<file path="src/design/ibcd_pkg.sv">
package ibcd_pkg;

  localparam int BLOCK_W = 64;
  localparam int BYTE_W  = 8;
  localparam int ROWS    = 8;
  localparam int WORD_W  = 16;
  localparam int CMP_W   = 15;
  localparam int WORDS   = 4;
  localparam int CODES   = 4;

  typedef logic [BLOCK_W-1:0] block_t;
  typedef logic [BYTE_W-1:0]  byte_t;
  typedef logic [WORD_W-1:0]  word_t;
  typedef logic [1:0]         code_idx_t;
  typedef logic [3:0]         dist_t;
  typedef logic [4:0]         best_dist_t;

  localparam word_t CODEBOOK [CODES] = '{16'h0000, 16'h3333, 16'h5555, 16'h6666};

  // Position p is numbered from the top bit down; output position 8r+c takes
  // input position 8c+r.
  function automatic block_t transpose8x8(block_t x);
    block_t y;
    y = '0;
    for (int r = 0; r < ROWS; r++) begin
      for (int c = 0; c < ROWS; c++) begin
        y[BLOCK_W-1-(ROWS*r+c)] = x[BLOCK_W-1-(ROWS*c+r)];
      end
    end
    return y;
  endfunction

  function automatic dist_t weight15(word_t v);
    dist_t n;
    n = '0;
    for (int k = 0; k < CMP_W; k++) begin
      n = n + dist_t'(v[k]);
    end
    return n;
  endfunction

  // Nearest codeword by distance over the low 15 bits; a tie keeps the lower index.
  function automatic code_idx_t nearest(word_t w);
    code_idx_t  best;
    best_dist_t bestd;
    dist_t      d;
    best  = '0;
    bestd = 5'd16;
    for (int j = 0; j < CODES; j++) begin
      d = weight15(w ^ CODEBOOK[j]);
      if (best_dist_t'(d) < bestd) begin
        bestd = best_dist_t'(d);
        best  = code_idx_t'(j);
      end
    end
    return best;
  endfunction

  function automatic byte_t decode_block(block_t x);
    block_t t;
    byte_t  res;
    t   = transpose8x8(x);
    res = '0;
    for (int i = 0; i < WORDS; i++) begin
      res[2*i +: 2] = nearest(t[BLOCK_W-1-WORD_W*i -: WORD_W]);
    end
    return res;
  endfunction

endpackage

</file>
<file path="src/design/ibcd_if.sv">
interface ibcd_block_if;
  logic                  valid;
  logic                  ready;
  ibcd_pkg::block_t      received_block;

  modport source(output valid, output received_block, input ready);
  modport sink(input valid, input received_block, output ready);
endinterface

interface ibcd_byte_if;
  logic                  valid;
  logic                  ready;
  ibcd_pkg::byte_t       decoded_byte;

  modport source(output valid, output decoded_byte, input ready);
  modport sink(input valid, input decoded_byte, output ready);
endinterface

</file>
<file path="src/design/interleaved_block_code_decoder.sv">
// Interleaved block decoder: each 64-bit received block (byte 0 in the top
// bits) is de-interleaved by an 8x8 bit transpose, split into four 16-bit
// words, and each word is mapped to the nearest of four fixed codewords by
// Hamming distance over its low 15 bits (ties go to the lower index). The
// four 2-bit winners form one decoded byte, word i in bits 2i+1..2i. The
// block accepts one transaction per cycle unless the sink stalls, and
// delivers each result through an input register and a result register; the decode logic
// between them is the whole datapath. No state is kept between blocks, and
// reset only empties the two register stages.
module interleaved_block_code_decoder (
  input  logic                clk,
  input  logic                rst,
  ibcd_block_if.sink          received,
  ibcd_byte_if.source         decoded
);

  // Stage 1: captured received block.
  logic                 stage_valid;
  ibcd_pkg::block_t     stage_block;

  // Stage 2: decoded byte waiting for the sink.
  logic                 out_valid;
  ibcd_pkg::byte_t      out_byte;

  logic                 out_load;
  logic                 stage_adv;

  // Load the result register when empty or being drained this cycle.
  assign out_load  = !out_valid || decoded.ready;
  // Advance the input register whenever its content moves on or it is empty.
  assign stage_adv = !stage_valid || out_load;

  assign received.ready       = stage_adv;
  assign decoded.valid        = out_valid;
  assign decoded.decoded_byte = out_byte;

  always_ff @(posedge clk) begin
    if (rst) begin
      stage_valid <= 1'b0;
      out_valid   <= 1'b0;
    end else begin
      if (stage_adv) begin
        stage_valid <= received.valid;
      end
      if (out_load) begin
        out_valid <= stage_valid;
      end
    end
  end

  // Payload registers: hold while stalled, no reset needed.
  always_ff @(posedge clk) begin
    if (stage_adv && received.valid) begin
      stage_block <= received.received_block;
    end
    if (out_load && stage_valid) begin
      out_byte <= ibcd_pkg::decode_block(stage_block);
    end
  end

endmodule

</file>
<file path="src/flat_wrapper.sv">
// flat-port wrapper written by rule: the top's interface ports become plain ports
module interleaved_block_code_decoder_flat 
  (clk, rst, received_valid, received_received_block, received_ready, decoded_valid, decoded_decoded_byte, decoded_ready);
  ibcd_block_if received_i ();
  ibcd_byte_if decoded_i ();
  input  logic clk;
  input  logic rst;
  input wire logic [$bits(received_i.valid)-1:0] received_valid;
  input wire logic [$bits(received_i.received_block)-1:0] received_received_block;
  output wire logic [$bits(received_i.ready)-1:0] received_ready;
  output wire logic [$bits(decoded_i.valid)-1:0] decoded_valid;
  output wire logic [$bits(decoded_i.decoded_byte)-1:0] decoded_decoded_byte;
  input wire logic [$bits(decoded_i.ready)-1:0] decoded_ready;
  assign received_i.valid = received_valid;
  assign received_i.received_block = received_received_block;
  assign received_ready = received_i.ready;
  assign decoded_valid = decoded_i.valid;
  assign decoded_decoded_byte = decoded_i.decoded_byte;
  assign decoded_i.ready = decoded_ready;
  interleaved_block_code_decoder u_core (.clk(clk), .rst(rst), .received(received_i), .decoded(decoded_i));
endmodule
</file>
<file path="config.mk">
export PLATFORM = sky130hd
export DESIGN_NAME = interleaved_block_code_decoder_flat
export DESIGN_NICKNAME = d
export VERILOG_FILES = /design/src/design/ibcd_pkg.sv /design/src/design/ibcd_if.sv /design/src/design/interleaved_block_code_decoder.sv /design/src/flat_wrapper.sv
export SDC_FILE = /design/constraint.sdc
export NUM_CORES = 1
export LEC_CHECK = 0
export BUFFER_PORTS_ARGS = -buffer_cell sky130_fd_sc_hd__buf_2
export CAP_MARGIN = 15
export CORE_ASPECT_RATIO = 1.25
export CORE_MARGIN = 3
export CORE_UTILIZATION = 40
export DETAILED_ROUTE_END_ITERATION = 12
export PLACE_DENSITY_LB_ADDON = 0.2
export SETUP_SLACK_MARGIN = 0.15
export SLEW_MARGIN = 20
export SYNTH_ARGS = -nofsm -noshare
export SYNTH_HDL_FRONTEND = slang
export SYNTH_SLANG_ARGS = --single-unit
</file>
<file path="constraint.sdc">
create_clock -name clk -period 10.9 [get_ports clk]
set_input_delay 1.09 -clock clk [delete_from_list [all_inputs] [get_ports clk]]
set_output_delay 1.09 -clock clk [all_outputs]
set_load 0.05 [all_outputs]
</file>
==> metrics.md <==
| Metric | Value |
|---|---|
| Max Root-Sink Buffers | `2` |
| Placed Cells | `1122` |
| Core footprint | `21000 µm²` |
| Fmax | `128 MHz` |
| Overflow after GRT | `0` |
| Area after DPL | `9390 µm²` |
| Netlist cell types | `44` |
| Post-Synthesis Cells | `slightly below 800` |
| Number of CTS-inserted buffers | `9` |
| Global-route wire length before repair | `about 27 mm` |
| Synthesized flop and latch total | `70` |
| Crit-path slowest cell | `fa_1` |
| CTS sink cnt | `70` |
| Hold/Removal Path Class | `reg2reg` |
| CP Buf/Inv Count | `1` |
| Clock root cell | `clkbuf_16` |
| Area grow syn2layout | `12.0%` |
| Die Wd | `between 100 and 150 µm` |
| Status | `completed` |
| Sequential share of the synthesized area | `between 20% and 30%` |
| Slew HR | `about 39%` |
| Worst Reg-to-Reg Cells | `25` |
| I/O pin count | `78` |
| Top delay family on crit path | `adder cells` |
| Filler cells | `just over 2000` |
| Slew Viols, Final | `0` |
| H-Tree Depth | `3` |
| Starting Density | `between 40% and 50%` |
| Vias per cell | `4.63` |
| Die area | `23500 µm²` |
| Cts repair resizes | `0` |
| Final period util | `approximately 72%` |
| Routed len/inst | `roughly 14 µm` |
| Slowest cell delay on critical path | `around 0.57 ns` |
| Maximum fanout along the worst path | `4` |
| Final Hold Violating Endpoints | `0` |
| IO Port Bufs | `73` |
| Vias | `~5300` |
| Yosys warns | `0` |
| Non-Filler Instances | `1138` |
| Most common cell after layout, fill and taps aside | `inv_1` |
| Net Count, Synth | `around 1100` |
| Post-synth top area share | `a little under a third` |
| Share of cells above drive strength 1 | `11.6%` |
| Wirelength, routed | `15.6 mm` |
| Post-Syn Area | `between 8000 and 9000 µm²` |
| Final setup viols | `0` |
| DRT Pass-1 Iters | `6` |
| Worst Path Required | `around 11 ns` |
| Main synth FF type | `edfxtp_1` |
| Drt drc | `0` |
| Most used cell, CP | `fa_1` |
| Vias in the first global route | `approximately 5800` |
| Final instance area | `9730 µm²` |
| EDFF count, synth | `68` |
| RSZ-0062 raised after global routing | `false` |
| TritonCTS clock tree | `built` |
| WHS | `between 0.5 and 0.6 ns` |
| Setup Skew | `0.00626 ns` |
| Synthesized area per cell | `11.2 µm²` |
| Commonest cells after routing, fill and taps aside | `inv_1 (216), fa_1 (136), ha_1 (128), buf_2 (73), edfxtp_1 (68)` |
| Synth area leader | `fa_1` |
| Setup_tns | `0 ns` |
| Crit Path Class | `reg2reg` |
| Worst-margin pin slew | `between 0.9 and 1 ns` |
| HPWL Detailed | `13.6 mm` |
| Die Height | `171 µm` |
| Largest net degree at the start of global routing | `32` |
| Max Cap Viol | `0` |
| Skew-Pair Late Insertion Delay | `roughly 0.34 ns` |
| ANT cells | `0` |
| RePlAce Congestion | `0.780` |
| Total track usage | `between 10 and 15%` |
| Initial antenna violation count | `0` |
| Clk slew on worst S/H paths | `around 0.060 ns` |
| WP depth | `25` |
| CP startpoint kind | `flip-flop` |
| Endpoint type of the worst setup path | `flip-flop` |
| Critical Path AT | `7.97 ns` |
| FP Rows | `roughly 60` |
| FFs w/ async S/R, synth | `0%` |
| ANT nets after route | `0` |
| Top cells by area, synth | `fa_1 (31%), edfxtp_1 (24%), ha_1 (18%)` |
| WHS Path Cells | `2` |
| Postcts setup bufs | `0` |
| Starting DRT DRC Count | `approximately 140` |
| # nets final | `around 1200` |
| CTS Hold Buffers Added | `0` |
| Crit path time final | `around 7.8 ns` |
[path summary, 6_finish.rpt]
kind                                   startpoint                                           end  slack [ns]
hold reg to reg   u_core.stage_valid$_SDFFE_PP0N_             u_core.decoded.valid$_SDFFE_PP0P_        0.52
setup / recovery  u_core.stage_block[6]$_DFFE_PP_  u_core.decoded.decoded_byte[1]$_SDFFCE_PP1P_        3.10
hold / removal    u_core.stage_valid$_SDFFE_PP0N_             u_core.decoded.valid$_SDFFE_PP0P_        0.52
setup reg to reg  u_core.stage_block[6]$_DFFE_PP_  u_core.decoded.decoded_byte[1]$_SDFFCE_PP1P_        3.10
[metal layers]
metal / global-route usage (%) / share of wire (%) / vias up
met5: 0 / 0 / -
met4: 3.65 / 1.2 / 0
met3: 2.12 / 2.9 / 13
met2: 26.8 / 53 / 68
met1: 18.7 / 43 / 2551
li1: - / - / 2642
[metrics by stage]
stage	setup WS [ns]	utilization (%)
4_1_cts	3.05	46.2
6_report	3.10	46.2
2_1_floorplan	3.60	-
3_3_place_gp	3.14	44.6
3_5_place_dp	3.09	44.6
5_1_grt	2.49	46.2
[cell usage after synthesis (all sizes together) (8+ instances only)]
cell	number
xnor2	19
inv	216
a21o	19
nor2	25
ha	128
nor3	8
o21ai	22
nor2b	9
nand2	12
a21oi	34
fa	136
xor2	14
edfxtp	68
[worst register-to-register path: cells and delay by family (launching register included)]
family / cells / cell delay [ns]
flops: 1 / 0.47
simple gates: 3 / 0.46
mux: 1 / 0.36
fa+ha+maj: 10 / 4.40
compound gates: 10 / 1.90
buf+inv: 1 / 0.06
[logic make-up (layout without fill, tap and decap cells)]
logic type / after synthesis / count (layout) / synth area share (%)
fa+ha+maj: 264 / 264 / 49.8
buf+inv: 218 / 306 / 9.44
compound gates: 109 / 109 / 8.16
simple gates: 71 / 71 / 3.92
flops: 70 / 70 / 24.0
xor+xnor: 33 / 33 / 3.33
mux: 11 / 11 / 1.35
[sequential cells by signal, indices dropped and copies added (netlist names)]
signal,cells
u_core.decoded.valid,1
u_core.decoded.decoded_byte,8
u_core.stage_block,60
u_core.stage_valid,1
[layout make-up]
class	count	area, µm²	share of cell area [%]
repair buffers	74	373	3.83
clock buffers	9	225	2.32
flip-flops and latches	70	2080	21.4
clock inverters	7	113	1.16
multi-input cells	488	5780	59.4
inverters	216	811	8.34
well taps	274	343	3.52
Power is not shown: default switching activity piles up to over one toggle a cycle in this logic, so the estimate is an artifact.
